`config.mk`:
```
export PLATFORM = sky130hd
export DESIGN_NAME = dmv_datapath
export DESIGN_NICKNAME = d
export VERILOG_FILES = /design/src/rtl/dmv_pkg.sv /design/src/rtl/dmv_datapath.sv
export SDC_FILE = /design/constraint.sdc
export NUM_CORES = 2
export LEC_CHECK = 0
export BUFFER_PORTS_ARGS = -buffer_cell sky130_fd_sc_hd__buf_2
export CAP_MARGIN = 10
export CORE_MARGIN = 8
export CORE_UTILIZATION = 58
export CTS_CLUSTER_DIAMETER = 120
export DETAILED_ROUTE_END_ITERATION = 12
export PLACE_DENSITY_LB_ADDON = 0.05
export REMOVE_ABC_BUFFERS = 1
export SYNTH_ARGS = -nofsm -noshare
export SYNTH_HDL_FRONTEND = slang
export SYNTH_SLANG_ARGS = --single-unit
```
`constraint.sdc`:
```
create_clock -name clk -period 25.4 [get_ports clk]
set_input_delay 3.81 -clock clk [delete_from_list [all_inputs] [get_ports clk]]
set_output_delay 3.81 -clock clk [all_outputs]
set_load 0.05 [all_outputs]
```
`src/rtl/dmv_pkg.sv`:
```
// Shared definitions for the diagonal matrix-vector product block.
// Holds field widths, register indexes, action codes, the sequencer state
// type and the structs that pass between the sequencer and the datapath.
package dmv_pkg;

    // Defaults for the top-level parameters.
    localparam int MAX_DIM_DEFAULT    = 64;
    localparam int COEF_WIDTH_DEFAULT = 16;

    // Fixed field widths of the input and result beats.
    localparam int ROW_W       = 6;
    localparam int COL_W       = 6;
    localparam int OUT_INDEX_W = 6;
    localparam int RES_W       = 40;

    // Configuration registers.
    localparam int DIM_W       = 7;
    localparam int TOL_W       = 31;
    localparam int CFG_DATA_W  = 31;
    localparam int CFG_INDEX_W = 1;

    localparam logic [DIM_W-1:0]       DIM_RESET     = 7'd64;
    localparam logic [TOL_W-1:0]       TOL_RESET     = '0;
    localparam logic [CFG_INDEX_W-1:0] CFG_DIMENSION = 1'b0;
    localparam logic [CFG_INDEX_W-1:0] CFG_TOLERANCE = 1'b1;

    // What an input beat asks for.
    typedef enum logic [1:0] {
        ACT_LOAD_MATRIX = 2'd0,
        ACT_LOAD_VECTOR = 2'd1,
        ACT_COMPUTE     = 2'd2
    } action_t;

    // Sequencer states.
    typedef enum logic [2:0] {
        ST_IDLE,
        ST_SCAN,
        ST_SCAN_DRAIN,
        ST_MAC,
        ST_ERROR
    } seq_state_t;

    // Control bits that travel with each memory read through the datapath.
    // In the scan pass first/last mark the ends of a diagonal and start marks
    // the first read of the run; in the product pass first/last mark the ends
    // of a row and run_end marks the last read of the run.
    typedef struct packed {
        logic valid;
        logic scan;
        logic start;
        logic first;
        logic last;
        logic run_end;
    } tag_t;

    // Write strobes for the two stores.
    typedef struct packed {
        logic mat_we;
        logic vec_we;
    } load_t;

    // Datapath status seen by the sequencer.
    typedef struct packed {
        logic advance;
        logic busy;
        logic any_active;
    } dp_status_t;

endpackage

```
`src/rtl/dmv_datapath.sv`:
```
// Datapath: shared complex multiplier, diagonal activity detection with its
// flag memory, row accumulation, saturation and the result register.
// Depends on dmv_pkg for widths and the tag and status structs.
module dmv_datapath #(
    parameter int MAX_DIM    = dmv_pkg::MAX_DIM_DEFAULT,
    parameter int COEF_WIDTH = dmv_pkg::COEF_WIDTH_DEFAULT,
    localparam int IDX_W     = (MAX_DIM > 1) ? $clog2(MAX_DIM) : 1
) (
    input  logic                                   clk,
    input  logic                                   rst_n,
    input  logic [dmv_pkg::TOL_W-1:0]              tolerance,
    input  dmv_pkg::tag_t                          issue,
    input  logic [IDX_W-1:0]                       issue_row,
    input  logic [IDX_W-1:0]                       issue_diag,
    input  logic                                   emit_error,
    input  logic [2*COEF_WIDTH-1:0]                rd_mat,
    input  logic [2*COEF_WIDTH-1:0]                rd_vec,
    output dmv_pkg::dp_status_t                    status,
    output logic                                   out_valid,
    input  logic                                   out_ready,
    output logic [dmv_pkg::OUT_INDEX_W-1:0]        out_index,
    output logic signed [dmv_pkg::RES_W-1:0]       out_re,
    output logic signed [dmv_pkg::RES_W-1:0]       out_im,
    output logic                                   out_no_terms,
    output logic                                   out_last
);
    import dmv_pkg::*;

    localparam int C      = COEF_WIDTH;
    localparam int PROD_W = 2 * C;
    localparam int TERM_W = 2 * C + 1;
    localparam int ACC_W  = TERM_W + IDX_W + 1;
    localparam int CMP_W  = (PROD_W > TOL_W) ? PROD_W : TOL_W;

    logic advance;

    // Stage D: memory data arrives with its tag.
    tag_t             d_tag_reg;
    logic [IDX_W-1:0] d_row_reg;
    logic [IDX_W-1:0] d_diag_reg;
    logic             flag_q_reg;
    logic             flag_mem [MAX_DIM];

    // Stage P: products.
    tag_t                     p_tag_reg;
    logic [IDX_W-1:0]         p_row_reg;
    logic [IDX_W-1:0]         p_diag_reg;
    logic                     p_act_reg;
    logic signed [PROD_W-1:0] p0_reg, p1_reg, p2_reg, p3_reg;

    // Stage S: sums of products and the tolerance compare.
    tag_t                     s_tag_reg;
    logic [IDX_W-1:0]         s_row_reg;
    logic [IDX_W-1:0]         s_diag_reg;
    logic                     s_hit_reg;
    logic signed [TERM_W-1:0] s_re_reg, s_im_reg;

    // Stage A: accumulation and diagonal flags.
    logic                     run_reg;
    logic                     run_next;
    logic                     any_reg;
    logic                     flag_we;
    logic signed [ACC_W-1:0]  acc_re_reg, acc_im_reg;
    logic signed [ACC_W-1:0]  acc_re_next, acc_im_next;
    logic signed [ACC_W-1:0]  acc_re_base, acc_im_base;
    logic                     fin_valid_reg;
    logic                     fin_end_reg;
    logic [IDX_W-1:0]         fin_row_reg;
    logic signed [ACC_W-1:0]  fin_re_reg, fin_im_reg;
    logic signed [RES_W-1:0]  sat_re, sat_im;

    logic signed [C-1:0]      ar, ai, xr, xi;
    logic signed [C-1:0]      mul0_b, mul1_b;
    logic [PROD_W-1:0]        mag;
    logic                     hit;
    logic signed [TERM_W-1:0] term_re, term_im;

    // The whole pipeline moves when the result register is free or draining.
    assign advance = !out_valid || out_ready;

    assign status.advance    = advance;
    assign status.busy       = d_tag_reg.valid || p_tag_reg.valid || s_tag_reg.valid
                               || fin_valid_reg;
    assign status.any_active = any_reg;

    // Flag memory: read for the product pass, written at the end of each
    // diagonal of the scan pass. The sequencer drains between the two.
    always_ff @(posedge clk)
    begin
        if (advance)
        begin
            flag_q_reg <= flag_mem[issue_diag];
            if (flag_we)
            begin
                flag_mem[s_diag_reg] <= run_next;
            end
        end
    end

    // Operand split and multiplier sharing: the scan pass squares the entry.
    assign ar     = rd_mat[C-1:0];
    assign ai     = rd_mat[2*C-1:C];
    assign xr     = rd_vec[C-1:0];
    assign xi     = rd_vec[2*C-1:C];
    assign mul0_b = d_tag_reg.scan ? ar : xr;
    assign mul1_b = d_tag_reg.scan ? ai : xi;

    // Squared magnitude against tolerance, and the complex product terms.
    assign mag     = p0_reg[PROD_W-1:0] + p1_reg[PROD_W-1:0];
    assign hit     = CMP_W'(mag) > CMP_W'(tolerance);
    assign term_re = p_act_reg ? (TERM_W'(p0_reg) - TERM_W'(p1_reg)) : '0;
    assign term_im = p_act_reg ? (TERM_W'(p2_reg) + TERM_W'(p3_reg)) : '0;

    // Activity of the current diagonal and the row accumulators.
    assign run_next    = (s_tag_reg.first ? 1'b0 : run_reg) | s_hit_reg;
    assign flag_we     = s_tag_reg.valid && s_tag_reg.scan && s_tag_reg.last;
    assign acc_re_base = s_tag_reg.first ? '0 : acc_re_reg;
    assign acc_im_base = s_tag_reg.first ? '0 : acc_im_reg;
    assign acc_re_next = acc_re_base + ACC_W'(s_re_reg);
    assign acc_im_next = acc_im_base + ACC_W'(s_im_reg);

    // Tag valid bits and the control registers of stage A.
    always_ff @(posedge clk or negedge rst_n)
    begin
        if (!rst_n)
        begin
            d_tag_reg     <= '0;
            p_tag_reg     <= '0;
            s_tag_reg     <= '0;
            fin_valid_reg <= 1'b0;
            run_reg       <= 1'b0;
            any_reg       <= 1'b0;
            out_valid     <= 1'b0;
        end
        else if (advance)
        begin
            d_tag_reg     <= issue;
            p_tag_reg     <= d_tag_reg;
            s_tag_reg     <= p_tag_reg;
            fin_valid_reg <= s_tag_reg.valid && !s_tag_reg.scan && s_tag_reg.last;
            if (s_tag_reg.valid && s_tag_reg.scan)
            begin
                run_reg <= run_next;
                any_reg <= (s_tag_reg.start ? 1'b0 : any_reg)
                           | (s_tag_reg.last & run_next);
            end
            out_valid     <= fin_valid_reg || emit_error;
        end
    end

    // Pipeline payload.
    always_ff @(posedge clk)
    begin
        if (advance)
        begin
            d_row_reg  <= issue_row;
            d_diag_reg <= issue_diag;

            p_row_reg  <= d_row_reg;
            p_diag_reg <= d_diag_reg;
            p_act_reg  <= flag_q_reg;
            p0_reg     <= ar * mul0_b;
            p1_reg     <= ai * mul1_b;
            p2_reg     <= ar * xi;
            p3_reg     <= ai * xr;

            s_row_reg  <= p_row_reg;
            s_diag_reg <= p_diag_reg;
            s_hit_reg  <= hit;
            s_re_reg   <= term_re;
            s_im_reg   <= term_im;

            if (s_tag_reg.valid && !s_tag_reg.scan)
            begin
                acc_re_reg <= acc_re_next;
                acc_im_reg <= acc_im_next;
                if (s_tag_reg.last)
                begin
                    fin_re_reg  <= acc_re_next;
                    fin_im_reg  <= acc_im_next;
                    fin_row_reg <= s_row_reg;
                    fin_end_reg <= s_tag_reg.run_end;
                end
            end
        end
    end

    // Saturation to the result width, needed only when the sum can exceed it.
    generate
        if (ACC_W > RES_W)
        begin : g_sat
            logic fits_re, fits_im;

            assign fits_re = (fin_re_reg[ACC_W-1:RES_W-1] == '0)
                             || (fin_re_reg[ACC_W-1:RES_W-1] == '1);
            assign fits_im = (fin_im_reg[ACC_W-1:RES_W-1] == '0)
                             || (fin_im_reg[ACC_W-1:RES_W-1] == '1);
            assign sat_re  = fits_re ? fin_re_reg[RES_W-1:0]
                             : {fin_re_reg[ACC_W-1], {(RES_W-1){~fin_re_reg[ACC_W-1]}}};
            assign sat_im  = fits_im ? fin_im_reg[RES_W-1:0]
                             : {fin_im_reg[ACC_W-1], {(RES_W-1){~fin_im_reg[ACC_W-1]}}};
        end
        else
        begin : g_ext
            assign sat_re = RES_W'(fin_re_reg);
            assign sat_im = RES_W'(fin_im_reg);
        end
    endgenerate

    // Result register: a finished row, or the single no-terms beat.
    always_ff @(posedge clk)
    begin
        if (advance)
        begin
            if (fin_valid_reg)
            begin
                out_index    <= OUT_INDEX_W'(fin_row_reg);
                out_re       <= sat_re;
                out_im       <= sat_im;
                out_no_terms <= 1'b0;
                out_last     <= fin_end_reg;
            end
            else
            begin
                out_index    <= '0;
                out_re       <= '0;
                out_im       <= '0;
                out_no_terms <= 1'b1;
                out_last     <= 1'b1;
            end
        end
    end

endmodule
```
== Word-level counts from Yosys, hierarchy flattened ==
Memories as Yosys holds them, arrays and structs flattened. A register that Yosys moved wholly into a read port is not among the register bits.
Index checks and enable logic that the tools add are counted.

* Bitwise gates (word level): 3
* Multiplexer cells: 10
* Multiply operators: 4
* Add/sub/neg operators: 5
* Order comparisons: 1
* Reduce and logical (&&, ||, !) cells: 14

{| class="wikitable"
|+ Operator list
! cell !! count
|-
| $mul 16x16->32 || 4
|-
| $add 40x33->40 || 2
|-
| $mux 40 || 2
|-
| $add 32x32->33 || 1
|-
| $sub 32x32->33 || 1
|-
| $add 32x32->32 || 1
|-
| $gt 32x31->1 || 1
|-
| $mux 16 || 2
|-
| $mux 1 || 6
|-
| $logic_or 1x1->1 || 5
|-
| $logic_and 1x1->1 || 4
|-
| $reduce_and 2->1 || 2
|-
| $reduce_and 3->1 || 1
|-
| $logic_not 1->1 || 2
|-
| $or 1x1->1 || 2
|-
| $and 1x1->1 || 1
|}

* Register bits after elaboration: 509
* Word-level logic and storage cells: 85
* RAM bits: 64
* Output and inout bits: 92
* Memories kept: 1

{| class="wikitable"
|+ Memory list
! name !! words !! bits a word !! read ports !! clocked after Yosys merged registers in !! write ports !! RTL line !! source
|-
| flag_mem || 64 || 1 || 1 || 1 || 1 || dmv_datapath.sv:42 || <nowiki>logic flag_mem [MAX_DIM];</nowiki>
|}

== Longest topological paths before layout ==
* Word-level depth: 5
* Mapped depth: 27

== Least setup slack after synthesis ==
No wires, ideal clock.

* Path kind: in2out
* From: in out_ready
* To: out status[2] (netlist name)
* Required time: 21.590 ns
* Stages on the path: 4
* Arrival time: 14.196 ns
* Setup slack: 7.394 ns
* Cell sequence: nand2b_1 clkbuf_1 clkbuf_1 buf_4

* Word-level cells in the longest chain between the ends: 1

{| class="wikitable"
|+ RTL lines
! element !! RTL line !! source
|-
| start, declared || dmv_datapath.sv:20 || <nowiki>input logic out_ready,</nowiki>
|-
| $logic_or 1x1->1 || dmv_datapath.sv:79 || <nowiki>assign advance = !out_valid || out_ready;</nowiki>
|-
| end, declared || dmv_datapath.sv:18 || <nowiki>output dmv_pkg::dp_status_t status,</nowiki>
|}

Every way passes these cells.

== Final worst setup path ==
* From: in rd_mat[15]
* To: reg p2_reg[31], data pin

* Word-level cells in the longest chain between the ends: 1

{| class="wikitable"
|+ RTL lines
! element !! RTL line !! source
|-
| start, declared || dmv_datapath.sv:16 || <nowiki>input logic [2*COEF_WIDTH-1:0] rd_mat,</nowiki>
|-
| $mul 16x16->32 || dmv_datapath.sv:164 || <nowiki>p2_reg <= ar * xi;</nowiki>
|-
| end signal, assigned || dmv_datapath.sv:164 ||
|-
| end, declared || dmv_datapath.sv:49 || <nowiki>logic signed [PROD_W-1:0] p0_reg, p1_reg, p2_reg, p3_reg;</nowiki>
|}

Every way passes these cells.
A chain may end at the register's enable or synchronous reset.

==> results.md <==
* ANT nets after route at 0
* Clock Tree Buf Depth at 3
* EDFF count, synth at 552
* Setup ws final at 15.18 ns
* CP Cell Sequence: buf_2 > nand2_1 > inv_1 > fa_1 > fa_1 > fa_1 > fa_1 > fa_1 > fa_1 > ha_1 > a21oi_1 > o221ai_1 > a221oi_1 > o21ai_0 > nor3_1 > o21bai_1 > a21oi_1 > xnor2_1
* Data arrival, critical path at 10.70 ns
* Initial antenna violation count at 5
* Status: finished clean
* FF/Latch Area at 17,100 sq um
* Syn Inst Count at 6,695
* Clock Skew at 0.0901 ns
* # resized after CTS at 0
* Vias in the first global route at 49,600
* Share of layout cells above drive strength 1 at 7.07%
* TritonCTS Buffers at 60
* Synth Cell Area at 68,800 sq um
* Drc violations at 0
* Syn. warnings at 0
* Worst slew margin at 32.1%
* Layout area overhead at 6.80%
* Hold Crit Class: flip-flop to flip-flop
* Starting DRT DRC Count at 2,762
* Most frequent cells in the layout: inv_1, fa_1, nand2_1
* Die Span X at 360 um
* Critical path type: input port to flip-flop
* CP max stage cell: fa_1
* Crit path time final at 10.22 ns
* Sequential area share after synthesis at 24.9%
* Worst skew pair latency at 0.70 ns
* Multi-input gate area at 45,900 sq um
* Vias per inst at 5.54
* CP endpoint kind: flip-flop
* Post-DP HPWL at 131,000 um
* Mean Syn Cell Area at 10.3 sq um
* CTS root buffer: clkbuf_16
* Max reg flops at 64
* Clock slew at reported path FFs at 0.09 ns
* Ys async rst share at 3.83%
* Cts hold-fix bufs at 0
* Final hold violation count at 0
* Placed instance count at 8,246
* DIE AREA at 130,000 sq um
* Hold_ws at 0.416 ns
* Starting Density at 58.3%
* Pin count of the biggest net entering global routing at 118
* Worst path max stage delay at 0.92 ns
* RSZ-0062 raised after global routing: no
* # Max-Cap Violations at 0
* GRT Util Overall at 26.1%
* Setup TNS at 0 ns
* H-tree levels at 2
* Crit path max fanout at 33
* Setup WS pre-CTS at 14.59 ns
* Most used cell, CP: fa_1
* Via count at 46,300
* Avg WL per Cell at 20.0 um
* Number of fillers in the final layout at 9,948
* Main synth FF type: edfxtp_1
* Biggest register: flag_mem
* Fin cells at 8,363
* Final Slew Violations at 0
* I/O Pins at 209
* Setup repair bufs after CTS at 0
* Row count at 126
* Gpl congestion at 0.909
* Period utilization at 40.3%
* Fin nets at 8,474
* Required @ worst endpoint at 25.88 ns
* Num Clock Sinks at 574
* Setup Viol. Count Final at 0
* Port Buffers at 208
* Highest Clock Rate at 97.8 MHz
* First-pass GRT wire length at 272,000 um
* Seq cells post-synth at 574
* Tightest Pin Transition at 1.02 ns
* Grt total ovfl at 0
* CTS tree: done
* Routed WL at 167,000 um
* Die H at 360 um
* Post-synth cell types at 89
* Pre-antenna DRT Iters at 5
* Worst Setup Start Kind: input port
* Commonest non-fill, non-tap cell in the layout: inv_1
* Core area at 118,000 sq um
==> cell families (layout without fill, tap and decap cells) <==
family                   count (synthesis)  in the layout  share of synthesized area (%)
AND/OR/NAND/NOR                       1848           1848                           13.7
adder cells (fa/ha/maj)               1585           1585                           40.3
buffers and inverters                 1536           1663                           8.42
AO/OA/AOI/OAI                          805            805                           7.71
flip-flops                             574            574                           24.9
XOR/XNOR                               270            270                           3.44
multiplexers                            77             77                           1.57
other                                    0              5                              0
==> path summary, 6_finish.rpt <==
kind / from / endpoint / slack, ns / cells past startpoint
setup / recovery: rd_mat[15] / p2_reg[31] / 15.18 / 18
hold / removal: d_diag_reg[3] / p_diag_reg[3] / 0.42 / 0
setup reg to reg: d_tag_reg[4] / p1_reg[31] / 17.40 / 26
hold reg to reg: d_diag_reg[3] / p_diag_reg[3] / 0.42 / 0
max in group asynchronous: rst_n / d_tag_reg[4] / 21.90 / 1
min in group asynchronous: rst_n / d_tag_reg[0] / 3.12 / 1
==> final cells by class <==
| class | count | area share [%] |
|---|---|---|
| repair buffers | 269 | 2.06 |
| multi-input cells | 4585 | 62.5 |
| diodes | 5 | 0.0170 |
| inverters | 1282 | 6.55 |
| clock inverters | 38 | 0.748 |
| well taps | 1536 | 2.62 |
| flip-flops and latches | 574 | 23.3 |
| clock buffers | 74 | 2.24 |
==> cell usage after synthesis, drive strengths merged (36+ instances only) <==
library cell,n,area share (%)
inv,1282,7.0
fa,1053,31
nand2,588,3.2
edfxtp,552,24
ha,532,9.7
and2,427,3.9
nor2b,273,2.5
nor2,264,1.4
a21oi,246,1.8
clkbuf,240,1.3
xnor2,213,2.7
o21ai,150,1.1
a21o,124,1.4
nand2b,73,0.66
xor2,57,0.73
nand3,56,0.41
o21a,52,0.57
o21bai,41,0.45
mux2,36,0.59
==> metal layers <==
| layer | wire (um) | GRT usage (%) | vias to the layer above |
|---|---|---|---|
| met1 | 73400 | 36.0 | 23300 |
| met3 | 10700 | 4.07 | 256 |
| met4 | 6000 | 8.45 | 2 |
| li1 | - | - | 21400 |
| met5 | 13 | 0 | - |
| met2 | 77100 | 42.6 | 1418 |
==> through the flow <==
| step | utilization [%] | cell area [sq um] |
|---|---|---|
| 2_1_floorplan | - | 67800 |
| 3_3_place_gp | 60.4 | 71300 |
| 3_5_place_dp | 60.4 | 71300 |
| 4_1_cts | 62.3 | 73500 |
| 5_1_grt | 62.3 | 73500 |
| 6_report | 62.3 | 73500 |
==> worst max-delay path, delay by kind of cell <==
| kind | cells | cell delay, ns |
|---|---|---|
| AOI/OAI and AO/OA | 6 | 1.60 |
| and+or+nand+nor | 2 | 0.46 |
| xor gates and xnor gates | 1 | 0.23 |
| buffers and inverters | 2 | 0.71 |
| adders and majority gates | 7 | 3.86 |
Power is left out: the tool's default activity adds up to more than one toggle a clock period on the data nets, which glitch-free logic cannot reach.
