`config.mk`:
```
export PLATFORM = sky130hd
export DESIGN_NAME = dmv_seq
export DESIGN_NICKNAME = d
export VERILOG_FILES = /design/src/rtl/dmv_pkg.sv /design/src/rtl/dmv_seq.sv
export SDC_FILE = /design/constraint.sdc
export NUM_CORES = 1
export LEC_CHECK = 0
export ABC_AREA = 0
export BUFFER_PORTS_ARGS = -buffer_cell sky130_fd_sc_hd__buf_2
export CAP_MARGIN = 25
export CORE_AREA = 2 2 76 78
export DETAILED_ROUTE_END_ITERATION = 12
export DIE_AREA = 0 0 78 80
export HOLD_SLACK_MARGIN = 0.05
export PLACE_DENSITY = 0.75
export SLEW_MARGIN = 20
export SYNTH_ARGS = -nofsm -noshare
export SYNTH_HDL_FRONTEND = slang
export SYNTH_SLANG_ARGS = --single-unit
```
`constraint.sdc`:
```
create_clock -name clk -period 2.78 [get_ports clk]
set_input_delay 0.417 -clock clk [delete_from_list [all_inputs] [get_ports clk]]
set_output_delay 0.417 -clock clk [all_outputs]
set_load 0.02 [all_outputs]
```
`src/rtl/dmv_pkg.sv`:
```
// Shared definitions for the diagonal matrix-vector product block.
// Holds field widths, register indexes, action codes, the sequencer state
// type and the structs that pass between the sequencer and the datapath.
package dmv_pkg;

    // Defaults for the top-level parameters.
    localparam int MAX_DIM_DEFAULT    = 64;
    localparam int COEF_WIDTH_DEFAULT = 16;

    // Fixed field widths of the input and result beats.
    localparam int ROW_W       = 6;
    localparam int COL_W       = 6;
    localparam int OUT_INDEX_W = 6;
    localparam int RES_W       = 40;

    // Configuration registers.
    localparam int DIM_W       = 7;
    localparam int TOL_W       = 31;
    localparam int CFG_DATA_W  = 31;
    localparam int CFG_INDEX_W = 1;

    localparam logic [DIM_W-1:0]       DIM_RESET     = 7'd64;
    localparam logic [TOL_W-1:0]       TOL_RESET     = '0;
    localparam logic [CFG_INDEX_W-1:0] CFG_DIMENSION = 1'b0;
    localparam logic [CFG_INDEX_W-1:0] CFG_TOLERANCE = 1'b1;

    // What an input beat asks for.
    typedef enum logic [1:0] {
        ACT_LOAD_MATRIX = 2'd0,
        ACT_LOAD_VECTOR = 2'd1,
        ACT_COMPUTE     = 2'd2
    } action_t;

    // Sequencer states.
    typedef enum logic [2:0] {
        ST_IDLE,
        ST_SCAN,
        ST_SCAN_DRAIN,
        ST_MAC,
        ST_ERROR
    } seq_state_t;

    // Control bits that travel with each memory read through the datapath.
    // In the scan pass first/last mark the ends of a diagonal and start marks
    // the first read of the run; in the product pass first/last mark the ends
    // of a row and run_end marks the last read of the run.
    typedef struct packed {
        logic valid;
        logic scan;
        logic start;
        logic first;
        logic last;
        logic run_end;
    } tag_t;

    // Write strobes for the two stores.
    typedef struct packed {
        logic mat_we;
        logic vec_we;
    } load_t;

    // Datapath status seen by the sequencer.
    typedef struct packed {
        logic advance;
        logic busy;
        logic any_active;
    } dp_status_t;

endpackage

```
`src/rtl/dmv_seq.sv`:
```
// Sequencer: takes input beats, decodes loads, and for a compute walks the
// matrix to find active diagonals, then, if any is active, row by row.
// Depends on dmv_pkg for the action codes, state type and structs.
module dmv_seq #(
    parameter int MAX_DIM = dmv_pkg::MAX_DIM_DEFAULT,
    localparam int IDX_W  = (MAX_DIM > 1) ? $clog2(MAX_DIM) : 1,
    localparam int ADDR_W = (MAX_DIM > 1) ? $clog2(MAX_DIM * MAX_DIM) : 1
) (
    input  logic                      clk,
    input  logic                      rst_n,
    input  logic                      in_valid,
    output logic                      in_ready,
    input  dmv_pkg::action_t          in_action,
    input  logic [dmv_pkg::ROW_W-1:0] in_row,
    input  logic [dmv_pkg::COL_W-1:0] in_column,
    input  logic [dmv_pkg::DIM_W-1:0] dimension,
    input  dmv_pkg::dp_status_t       status,
    output dmv_pkg::load_t            load,
    output logic [ADDR_W-1:0]         wr_addr_mat,
    output logic [IDX_W-1:0]          wr_addr_vec,
    output logic [ADDR_W-1:0]         rd_addr_mat,
    output logic [IDX_W-1:0]          rd_addr_vec,
    output dmv_pkg::tag_t             issue,
    output logic [IDX_W-1:0]          issue_row,
    output logic [IDX_W-1:0]          issue_diag,
    output logic                      emit_error
);
    import dmv_pkg::*;

    localparam int NW = IDX_W + 1;

    seq_state_t       state_reg, state_next;
    logic [IDX_W-1:0] r_reg, r_next;
    logic [IDX_W-1:0] i_reg, i_next;
    logic [IDX_W-1:0] c_reg, c_next;
    logic [NW-1:0]    n_use;
    logic [NW-1:0]    n_m1;
    logic             accept;
    logic             start_compute;
    logic             last_i;
    logic             last_r;
    logic [IDX_W-1:0] c_inc;

    // Size in use: zero counts as one, anything above the store size is clamped.
    always_comb
    begin
        if (dimension == '0)
        begin
            n_use = NW'(1);
        end
        else if (dimension > MAX_DIM)
        begin
            n_use = NW'(MAX_DIM);
        end
        else
        begin
            n_use = NW'(dimension);
        end
    end

    assign n_m1 = n_use - NW'(1);

    // Loads write straight into the stores; out-of-store indexes are dropped.
    assign accept        = in_valid && in_ready;
    assign start_compute = accept && (in_action == ACT_COMPUTE);
    assign load.mat_we   = accept && (in_action == ACT_LOAD_MATRIX)
                           && (in_row < MAX_DIM) && (in_column < MAX_DIM);
    assign load.vec_we   = accept && (in_action == ACT_LOAD_VECTOR) && (in_row < MAX_DIM);
    assign wr_addr_mat   = ADDR_W'(in_row * MAX_DIM + in_column);
    assign wr_addr_vec   = IDX_W'(in_row);

    // Walk position: column wraps modulo n.
    assign last_i = (NW'(i_reg) == n_m1);
    assign last_r = (NW'(r_reg) == n_m1);
    assign c_inc  = (NW'(c_reg) == n_m1) ? '0 : c_reg + IDX_W'(1);

    // Next state.
    always_comb
    begin
        state_next = state_reg;
        case (state_reg)
            ST_IDLE:
            begin
                if (start_compute)
                begin
                    state_next = ST_SCAN;
                end
            end
            ST_SCAN:
            begin
                if (status.advance && last_i && last_r)
                begin
                    state_next = ST_SCAN_DRAIN;
                end
            end
            ST_SCAN_DRAIN:
            begin
                // Diagonal flags are all written once the pipeline is empty.
                if (!status.busy)
                begin
                    state_next = status.any_active ? ST_MAC : ST_ERROR;
                end
            end
            ST_MAC:
            begin
                if (status.advance && last_i && last_r)
                begin
                    state_next = ST_IDLE;
                end
            end
            ST_ERROR:
            begin
                if (status.advance)
                begin
                    state_next = ST_IDLE;
                end
            end
            default:
            begin
                state_next = ST_IDLE;
            end
        endcase
    end

    // Counter updates. The scan pass runs diagonal by diagonal, the product
    // pass row by row with the rotation as the inner index.
    always_comb
    begin
        r_next = r_reg;
        i_next = i_reg;
        c_next = c_reg;
        case (state_reg)
            ST_SCAN:
            begin
                if (status.advance)
                begin
                    if (last_i)
                    begin
                        i_next = '0;
                        r_next = r_reg + IDX_W'(1);
                        c_next = r_reg + IDX_W'(1);
                    end
                    else
                    begin
                        i_next = i_reg + IDX_W'(1);
                        c_next = c_inc;
                    end
                end
            end
            ST_MAC:
            begin
                if (status.advance)
                begin
                    if (last_r)
                    begin
                        r_next = '0;
                        i_next = i_reg + IDX_W'(1);
                        c_next = i_reg + IDX_W'(1);
                    end
                    else
                    begin
                        r_next = r_reg + IDX_W'(1);
                        c_next = c_inc;
                    end
                end
            end
            default:
            begin
                r_next = '0;
                i_next = '0;
                c_next = '0;
            end
        endcase
    end

    // Outputs.
    always_comb
    begin
        in_ready      = (state_reg == ST_IDLE);
        emit_error    = (state_reg == ST_ERROR);
        issue.valid   = (state_reg == ST_SCAN) || (state_reg == ST_MAC);
        issue.scan    = (state_reg == ST_SCAN);
        issue.start   = (state_reg == ST_SCAN) && (r_reg == '0) && (i_reg == '0);
        issue.first   = (state_reg == ST_SCAN) ? (i_reg == '0) : (r_reg == '0);
        issue.last    = (state_reg == ST_SCAN) ? last_i : last_r;
        issue.run_end = (state_reg == ST_MAC) && last_i && last_r;
        issue_row     = i_reg;
        issue_diag    = r_reg;
        rd_addr_mat   = ADDR_W'(i_reg * MAX_DIM + c_reg);
        rd_addr_vec   = c_reg;
    end

    // State and counter registers.
    always_ff @(posedge clk or negedge rst_n)
    begin
        if (!rst_n)
        begin
            state_reg <= ST_IDLE;
            r_reg     <= '0;
            i_reg     <= '0;
            c_reg     <= '0;
        end
        else
        begin
            state_reg <= state_next;
            r_reg     <= r_next;
            i_reg     <= i_next;
            c_reg     <= c_next;
        end
    end

endmodule

```
After elaboration in Yosys (flattened, before gate mapping):

Index checks and enable logic that the tools add are counted.

* register bits after elaboration: 21
* input bits: 27
* output and inout port bits: 58

* add/subtract/negate cells: 6
* order comparisons: 1
* eq/ne operators: 18
* multiplexer cells: 27
* reduce and logical (&&, ||, !) cells: 20

Operator list (number)
* two-way mux 6 bit: 13
* case mux 6 bit (2 select lines): 3
* adder 12 x 6 -> 12 bit: 2
* == test 6 x 7 -> 1 bit: 3
* adder 6 x 1 -> 6 bit, second input constant: 3
* two-way mux 3 bit: 6
* case mux 3 bit (5 select lines): 1
* two-way mux 7 bit: 2
* logical NOT 6 bit: 2
* inequality test 2 bit, second input constant: 6
* logical AND 1 bit: 10
* > comparator 7 bit, second input constant: 1
* logical NOT 7 bit: 1
* subtractor 7 x 1 -> 7 bit, second input constant: 1
* == test 3 x 2 -> 1 bit, second input constant: 2
* inequality test 2 x 1 -> 1 bit, second input constant: 3
* AND reduction 3 bit: 2
* AND reduction 5 bit: 1
* == test 3 x 1 -> 1 bit, second input constant: 1
* == test 3 bit, second input constant: 1
* logical NOT 3 bit: 1
* == test 2 x 1 -> 1 bit, second input constant: 1
* == test 2 bit, second input constant: 1
* logical NOT 2 bit: 1
* other kinds (3): 4

Depth between registers and ports, before layout:

Gate-level depths: netlist (run 1).

* depth in word-level cells: 9
* mapped depth: 12
* mapped depth without buffers: 10

Worst setup path before layout (run 1):

OpenSTA, ideal clock, no wires.

* path type: input-to-output
* start: in dimension[3] (netlist bit)
* end: out issue[0] (netlist bit)
* arrival: 2792 ps
* required time: 2363 ps
* slack: -429 ps
* stages: 10
* path buffers: 1
* path through: buf_4 > nor4_1 > a21oi_1 > ha_1 > xor2_1 > o41ai_1 > and3b_1 > o2111a_1 > nand2_1 > nor3_1

RTL lines
* from (decl): RTL line dmv_seq.sv:16 `input logic [dmv_pkg::DIM_W-1:0] dimension,`
* to (decl): RTL line dmv_seq.sv:23 `output dmv_pkg::tag_t issue,`

==> impl_metrics.toml, run 1 <==
[hold_path]
min_path_type = "in2async"

[place]
hpwl_um = 5580
io_buffers = 54
pre_cts_slack_ps = -111
gp_congestion = 0.958

[finish]
drive_above_1_share = 0.366
mostFrequentLayoutCells = "buf_2 (51), buf_4 (44), nor2_1 (27)"
final_core_util = 0.559
area_growth_pct = 21.3
nNetsFinal = 397
diodes = 0
final_common_cell = "buf_2"

[power]
irDropWorstVdd_mv = 0.434
leakage_nw = 1.37
power_density_nw_per_um2 = 840

[setup_path]
reg2reg_from = "issue_diag[3]"
criticalPathCategory = "in2out"
r2r_cells = 8
r2r-end = "issue_row[3]"
crit_required_ps = 2360
r2r_slack_ps = 400
crit_path_end_kind = "primary output"
cp_max_fo = 3
startpoint_type = "primary input"
crit_arrival_ps = 2370

[sta]
period_minus_slack_ps = 2790
slew_violations = 0
rsz0062_at_grt = "true"
max_freq_mhz = 359
relSlewSlack = 0.622
post-route-period-util = 1.00
tightest_slew_ps = 561
clock_skew_ps = 8.46
fin_ws_ps = -5.31
finalSetupViolCount = 1
hold_viol_final = 0

[logic_synthesis]
ys_ff_latch = 21
netlist_area_um2 = 2490
ys_warn_count = 0
synthArstFlopShare = 1.00
synthFlopType = "dfrtp_1"
synth-seq-area-share = 0.211
ys_types = 70
synth_edf_count = 0
syn_nets = 342
synthesis.area_per_instance_um2 = 8.07
synthCells = 309

[die]
die_h_um = 80
ios = 85
placementRows = 27
die_width_um = 78
dieArea_um2 = 6240
initial_utilization = 0.461
core_um2 = 5410

[grt]
grt_first_pass_wirelength_um = 11800
antenna_found_initial = 0
grt_pass1_vias = 2482
track_usage = 0.237
overflow = 0
grt_max_degree = 22

[detailed_routing]
met1_length_um = 3110
wl_met3_um = 504
drc_errors = 0
final_antenna_net_count = 0
dr_wl_met2_um = 3660
vias = 2684
viasPerCell = 6.17
routedWlPerCell_um = 17.1
dr.pass1.iters = 6
dr.first_iter.drc_count = 353
wirelength_um = 7460
highest_layer = "met4"

[clock_network]
insertion_delay_ps = 270
htreeDepth = 1
clockRootBuffer = "clkbuf_8"
cts.sinks = 21
tritoncts = "built"
clk_pin_slew_worst_paths_ps = 80
numCtsBuffers = 3
cts_buffer_depth = 2
hold_buffers = 0

[job]
cap_violations = 0

[outcome]
violations = "setup timing"
status = "complete, but fails checks"
-- stage by stage --
step / std cells / setup TNS (ps) / cell area, um^2 / power [W] / hold WS (ps)
floorplan: 309 / 0 / 2550 / 0.00183 / 121
finish: 435 / -5.31 / 3020 / 0.00254 / 108
detailed placement: 422 / -817 / 2850 / 0.00225 / 415
CTS: 432 / 0 / 2970 / 0.00249 / 120
global route: 435 / -95.8 / 3020 / 0.00272 / 135
global placement: 422 / -282 / 2850 / 0.00222 / 405
-- Yosys cell counts (2+ instances only) --
cell,count,area [um^2]
and2_1,2,12.5
ha_1,6,75.1
xor2_1,10,87.6
o41ai_1,2,17.5
nor2_1,27,101
or3_1,3,18.8
clkbuf_1,6,22.5
a31oi_1,12,75.1
a21oi_1,12,60.1
o21ai_0,14,70.1
o22ai_1,3,18.8
inv_1,18,67.6
buf_1,2,7.51
nor3_1,14,70.1
nor4_1,6,37.5
nor2b_1,4,25.0
xnor2_1,7,61.3
dfrtp_1,21,526
o221ai_1,3,26.3
xnor3_1,3,67.6
nand3_1,19,95.1
a311oi_1,3,26.3
or2_2,2,12.5
o31ai_1,2,15.0
a22oi_1,2,15.0
nor3_4,2,32.5
mux2i_1,2,20.0
nand2b_1,3,18.8
o41a_1,2,22.5
buf_4,33,248
a221o_1,2,20.0
buf_2,5,25.0
nand2_1,12,45.0
o21ai_1,2,10.0
nand4_1,3,18.8
o2111ai_1,2,17.5
o211ai_1,5,37.5
-- power breakdown --
group	internal, W	switching (W)	leakage (nW)	total [W]
Clock	0.000100	0.000106	0.0255	0.000206
Combinational	0.000668	0.00102	1.09	0.00169
Sequential	0.000410	0.000237	0.260	0.000648
-- cell type report --
cell class	instances	area [um^2]
well taps	72	90.1
inverters	18	67.6
clock inverters	1	5.00
repair buffers	97	604
flip-flops and latches	21	526
clock buffers	3	41.3
fillers	504	2380
multi-input cells	223	1690
-- critical path, stage by stage --
cell and delay (ps):
buf_2 120, nor4_4 300, a21oi_2 110, ha_4 290
xor2_1 130, o41ai_1 80, and3b_1 230, o2111a_2 270
nand2_4 90, nor3_4 180, buf_6 140
-- layer usage --
| layer | vias up | global-route usage |
|---|---|---|
| met5 | - | 0 |
| met4 | 0 | 0.0842 |
| met3 | 25 | 0.0317 |
| met2 | 141 | 0.408 |
| met1 | 1284 | 0.303 |
| li1 | 1234 | - |
-- worst max path at each step --
stage	from	to	slack, ps	cells past startpoint
2_1_floorplan	dimension[3]	issue[0]	3	10
3_3_place_gp	dimension[3]	issue[0]	-70	10
3_5_place_dp	dimension[3]	issue_row[3]	-110	10
4_1_cts	dimension[1]	issue[0]	5	12
5_1_grt	dimension[1]	issue[0]	-80	12
6_report	dimension[3]	issue[0]	-5	11
-- cell families (layout without fill, tap and decap cells) --
group	Yosys count	count (layout)	synth area share
compound gates	82	82	0.243
xor+xnor	20	20	0.0868
fa+ha+maj	6	6	0.0301
buf+inv	65	119	0.153
flops	21	21	0.211
mux	3	3	0.0126
simple gates	112	112	0.263
-- timing repair --
action / 4_1_cts / 5_1_grt
buffers inserted: 6 / 3
pin swaps: 6 / 6
setup endpoints to repair: 2 / 4
gates resized for setup: 8 / 8
No activity file was read; power rests on OpenSTA's default activity.
==> inputs of run 2 (changes only) <==
--- a/config.mk
+++ b/config.mk
@@ -5,14 +5,14 @@
 export SDC_FILE = /design/constraint.sdc
 export NUM_CORES = 1
 export LEC_CHECK = 0
-export ABC_AREA = 0
+export ABC_AREA = 1
 export BUFFER_PORTS_ARGS = -buffer_cell sky130_fd_sc_hd__buf_2
 export CAP_MARGIN = 25
 export CORE_AREA = 2 2 76 78
 export DETAILED_ROUTE_END_ITERATION = 12
 export DIE_AREA = 0 0 78 80
 export HOLD_SLACK_MARGIN = 0.05
-export PLACE_DENSITY = 0.75
+export PLACE_DENSITY = 0.74
 export SLEW_MARGIN = 20
 export SYNTH_ARGS = -nofsm -noshare
 export SYNTH_HDL_FRONTEND = slang
==> impl_metrics.toml, run 2 <==
[detailed_routing]
wirelength_um = 6430
routedWlPerCell_um = 13.3
viasPerCell = 5.18
vias = 2501
final_antenna_net_count = 0
drc_errors = 0
dr.first_iter.drc_count = 135
dr.pass1.iters = 5

[setup_path]
path_depth = 18
startpoint_type = "primary input"
crit_required_ps = 2360
r2r_cells = 10
critPathMaxStageDelay_ps = 180
cp_slowest_cell = "ha_4"
cp_num_buf_inv = 4
crit_arrival_ps = 2260
worstPathCellList = "buf_8 -> nor2_4 -> nand2_2 -> o21bai_4 -> nand2_2 -> ha_4 -> inv_1 -> nand3_2 -> nand3_1 -> nand2_1 -> nor2_2 -> nand2_2 -> nor2_4 -> nand2_4 -> nand2_8 -> inv_4 -> a21oi_2 -> buf_4"
crit_path_end_kind = "primary output"
criticalPathCategory = "in2out"
cp_top_family = "simple AND/OR/NAND/NOR gates"
cp_max_fo = 5
path_common_cell = "nand2_2"

[die]
core_um2 = 5410
die_h_um = 80
initial_utilization = 0.450
placementRows = 27
die_width_um = 78
dieArea_um2 = 6240
ios = 85

[clock_network]
clockRootBuffer = "clkbuf_8"
hold_buffers = 0
htreeDepth = 1
numCtsBuffers = 3
clk_pin_slew_worst_paths_ps = 80
cts.sinks = 21
cts_buffer_depth = 2
insertion_delay_ps = 270
tritoncts = "built"

[place]
place_area_um2 = 2680
hpwl_um = 5070
io_buffers = 54
pre_cts_slack_ps = -23.0
gp_congestion = 0.918

[sta]
tightest_slew_ps = 511
clock_skew_ps = 6.51
hold_viol_final = 0
slew_violations = 0
finalSetupViolCount = 0
period_minus_slack_ps = 2670
relSlewSlack = 0.660
max_freq_mhz = 374
post-route-period-util = 0.961
rsz0062_at_grt = "true"
fin_ws_ps = 107

[logic_synthesis]
yosys.area.top_type = "dfrtp_1"
synthesis.area_per_instance_um2 = 6.68
ys_warn_count = 0
synthCells = 364
ys_types = 39
synth_common_cells = "nand2_1 (101), nand3_1 (44), inv_1 (36)"
netlist_area_um2 = 2430
syn_nets = 397
synthArstFlopShare = 1.00
post-synth-top-count-cell = "nand2_1"
synth_edf_count = 0
synthFlopType = "dfrtp_1"
synth.top_cell.area_share = 0.216
synth-seq-area-share = 0.216
synth.area.top_cells = "dfrtp_1 (22%), nand2_1 (16%), buf_4 (9.6%), nand3_1 (9.1%), xor2_1 (6.5%)"
ys_ff_latch = 21

[finish]
final_common_cell = "nand2_1"
nNetsFinal = 445
area_growth_pct = 15.8
mostFrequentLayoutCells = "nand2_1 (98), buf_2 (51), nand3_1 (43)"
diodes = 0
design_area_um2 = 2820
drive_above_1_share = 0.304
final_core_util = 0.521
fill_cells = 546

[grt]
grt_max_degree = 22
overflow = 0
track_usage = 0.207
grt_pass1_vias = 2234
antenna_found_initial = 0
grt_first_pass_wirelength_um = 10300

[job]
cap_violations = 0

[power]
power_density_nw_per_um2 = 747
power_w = 0.00211
irDropWorstVdd_mv = 0.529
leakage_nw = 1.55

[outcome]
status = "finished clean"

[hold_path]
min_path_type = "in2async"
-- run 2: cell count changes after synthesis, moves of 6 or more --
cell     delta
a31oi_1    -11
inv_1      +18
nand2_1    +89
nand2_2    +11
nand3_1    +25
nor4_1      -6
xnor2_1     -6
xor2_1      +8
-- run 2: final timing paths --
path | from | endpoint | slack [ps]
setup / recovery | dimension[1] | issue[1] | 110
hold / removal | rst_n | state_reg[0] | 110
setup reg to reg | state_reg[0] | issue_row[4] | 870
hold reg to reg | state_reg[1] | state_reg[1] | 570
max in group asynchronous | rst_n | issue_diag[0] | 2330
min in group clk | status[0] | state_reg[2] | 440
-- run 2: where the power goes --
part	internal [W]	switching (W)	leakage, nW
combinational	0.000486	0.000925	1.24
sequential	0.000372	0.000114	0.283
clock	0.000100	0.000108	0.0255
-- run 2: layout make-up --
cell class                      instances  area, um^2  share of cell area
Inverter                               38         145              0.0515
Clock buffer                            3        41.3              0.0147
Multi-Input combinational cell        270        1540               0.547
Timing Repair Buffer                   78         469               0.167
Sequential cell                        21         526               0.187
Tap cell                               72        90.1              0.0320
Clock inverter                          1        5.00             0.00178
-- run 2: cells by family after synthesis --
group | after synthesis | synth area share
simple gates | 217 | 0.434
buf+inv | 73 | 0.172
compound gates | 27 | 0.0720
flops | 21 | 0.216
xor+xnor | 20 | 0.0751
fa+ha+maj | 6 | 0.0309
-- run 2: stage by stage --
stage          hold WS (ps)  setup TNS [ps]  std cells
5_1_grt                 133           -41.4        483
3_3_place_gp            410               0        475
3_5_place_dp            419           -39.5        475
6_report                106               0        483
2_1_floorplan           121               0        364
4_1_cts                 117               0        479
-- run 2: repair_timing --
action                                  CTS  global route
pin swaps                                 0            10
resized for setup                         1            16
endpoints found under the setup margin    2             2
setup buffers                             0             4
-- run 2: routing by layer --
metal  up-vias  global-route usage  share of wire
met1      1156               0.272           0.46
li1       1234                   -              -
met3         6              0.0226          0.060
met2       105               0.344           0.47
met5         -                   0              0
met4         0              0.0912          0.017
==> inputs of run 3 (changes only) <==
--- a/config.mk
+++ b/config.mk
@@ -8,11 +8,14 @@
 export ABC_AREA = 1
 export BUFFER_PORTS_ARGS = -buffer_cell sky130_fd_sc_hd__buf_2
 export CAP_MARGIN = 25
-export CORE_AREA = 2 2 76 78
+export CELL_PAD_IN_SITES_DETAIL_PLACEMENT = 1
+export CELL_PAD_IN_SITES_GLOBAL_PLACEMENT = 2
+export CORE_AREA = 10 10 112 114
 export DETAILED_ROUTE_END_ITERATION = 12
-export DIE_AREA = 0 0 78 80
+export DIE_AREA = 0 0 122 124
+export GPL_ROUTABILITY_DRIVEN = 0
 export HOLD_SLACK_MARGIN = 0.05
-export PLACE_DENSITY = 0.74
+export PLACE_DENSITY = 0.75
 export SLEW_MARGIN = 20
 export SYNTH_ARGS = -nofsm -noshare
 export SYNTH_HDL_FRONTEND = slang
==> impl_metrics.toml, run 3 (synthesis gave the netlist of run 2 again) <==
[outcome]
status = "finished clean"

[grt]
antenna_found_initial = 0
grt_max_degree = 22
overflow = 0
track_usage = 0.114
grt_first_pass_wirelength_um = 14100
grt_pass1_vias = 2712

[finish]
multi_input_area_um2 = 1610
final_common_cell = "nand2_1"
mostFrequentLayoutCells = "nand2_1 (96), buf_2 (49), nand3_1 (39)"
regArea_um2 = 526
final_core_util = 0.297
fill_cells = 1318
diodes = 0
layout.cells.non_filler = 553
nNetsFinal = 451
area_growth_pct = 24.8
drive_above_1_share = 0.336

[clock_network]
cts.sinks = 21
clockRootBuffer = "clkbuf_8"
insertion_delay_ps = 270
tritoncts = "built"
clk_pin_slew_worst_paths_ps = 90
cts_buffer_depth = 2
htreeDepth = 1
numCtsBuffers = 3

[die]
initial_utilization = 0.238
ios = 85
core_um2 = 10200
die_h_um = 124
dieArea_um2 = 15100
placementRows = 37
die_width_um = 122

[power]
power.switching_w = 0.00124
p_seq_frac = 0.222
irDropWorstVdd_mv = 0.431
sw_frac_of_total = 0.557
power_w = 0.00223
pwr-share-clk = 0.098
combinationalPowerShare = 0.680
internal-power_w = 0.000989
power_density_nw_per_um2 = 734
leakage_nw = 1.61

[setup_path]
crit_arrival_ps = 2290
reg2reg_from = "issue_row[2]"
cp_slowest_cell = "ha_4"
path_common_cell = "nand2_2"
crit_end = "issue[1]"
cp_num_buf_inv = 3
worstPathCellList = "buf_2 -> nor2_2 -> nand2_2 -> o21bai_4 -> nand2_2 -> ha_4 -> xor2_1 -> nand3_1 -> nor2_2 -> nand2_2 -> nor2_4 -> nand2_4 -> nand2_8 -> inv_6 -> a21oi_4 -> buf_6"
r2r-end = "issue_row[2]"
critPathMaxStageDelay_ps = 300
r2r_slack_ps = 800
crit_path_end_kind = "primary output"
cp_top_family = "simple AND/OR/NAND/NOR gates"
criticalPathCategory = "in2out"
cp_max_fo = 3
path_depth = 16
crit_required_ps = 2360
startpoint_type = "primary input"
r2r_cells = 12
crit_start = "dimension[5]"

[sta]
rsz0062_at_grt = "true"
hold_viol_final = 0
clock_skew_ps = 7.50
max_freq_mhz = 369
period_minus_slack_ps = 2710
post-route-period-util = 0.975
relSlewSlack = 0.631
finalSetupViolCount = 0
tightest_slew_ps = 553
fin_ws_ps = 70.8
whs_ps = 121
slew_violations = 0

[detailed_routing]
routedWlPerCell_um = 15.7
viasPerCell = 4.54
final_antenna_net_count = 0
vias = 2513
dr.first_iter.drc_count = 84
dr.pass1.iters = 4
wirelength_um = 8670
drc_errors = 0

[place]
pre_cts_slack_ps = -90.5
io_buffers = 54
hpwl_um = 7050
place_inst = 544

[job]
cap_violations = 0

[hold_path]
min_path_type = "in2async"
run 3: timing repair:
item / 4_1_cts / 5_1_grt
buffers inserted: 0 / 5
hold buffers: 0 / 0
setup endpoints to repair: 2 / 2
resized for setup: 4 / 36
pin swaps: 0 / 18
gates cloned: 0 / 0
run 3: worst min path at each step:
stage	start	to	slack [ps]	cells after the start
floorplan	rst_n	issue_diag[0]	120	0
global placement	rst_n	state_reg[1]	430	1
detailed placement	rst_n	state_reg[1]	440	1
CTS	rst_n	issue_row[5]	140	1
global route	rst_n	issue_row[5]	150	1
finish	rst_n	issue_row[5]	120	1
run 3: per-stage QoR:
stage | cell area, um^2 | TNS, ps
CTS | 2860 | 0
global route | 3040 | -65.1
global placement | 2800 | -47.8
floorplan | 2440 | 0
detailed placement | 2800 | -219
finish | 3040 | 0
run 3: per-layer routing:
metal / wire (um) / global-route usage / vias to the layer above
li1: - / - / 1244
met1: 4080 / 0.149 / 1212
met2: 4170 / 0.195 / 53
met3: 362 / 0.0186 / 4
met4: 53 / 0.0186 / 0
met5: 0 / 0 / -
run 3: power by group through the flow:
stage	combinational, W	clock (W)	sequential [W]
after floorplan	0.00105	0	0.000521
after global placement	0.00146	0	0.000505
after detailed placement	0.00148	0	0.000510
after CTS	0.00150	0.000226	0.000503
after global routing	0.00171	0.000243	0.000516
final	0.00152	0.000219	0.000495
run 3: area by class of cell:
class / count / share of cell area
Timing Repair Buffer: 84 / 0.175
Sequential cell: 21 / 0.173
Tap cell: 136 / 0.0560
Multi-Input combinational cell: 270 / 0.532
Clock buffer: 3 / 0.0136
Clock inverter: 1 / 0.00165
Inverter: 38 / 0.0494
run 3: worst reg2reg max path, cell delays in order (launching register included):
cell and delay (ps):
dfrtp_1 540, inv_1 140, nand3_2 90, nand2_1 60
nor2_2 130, nand2_2 80, nor2_4 140, nand2_4 100
nand2_8 100, buf_4 160, nand2_2 110, nand4_1 120
o21ai_0 100
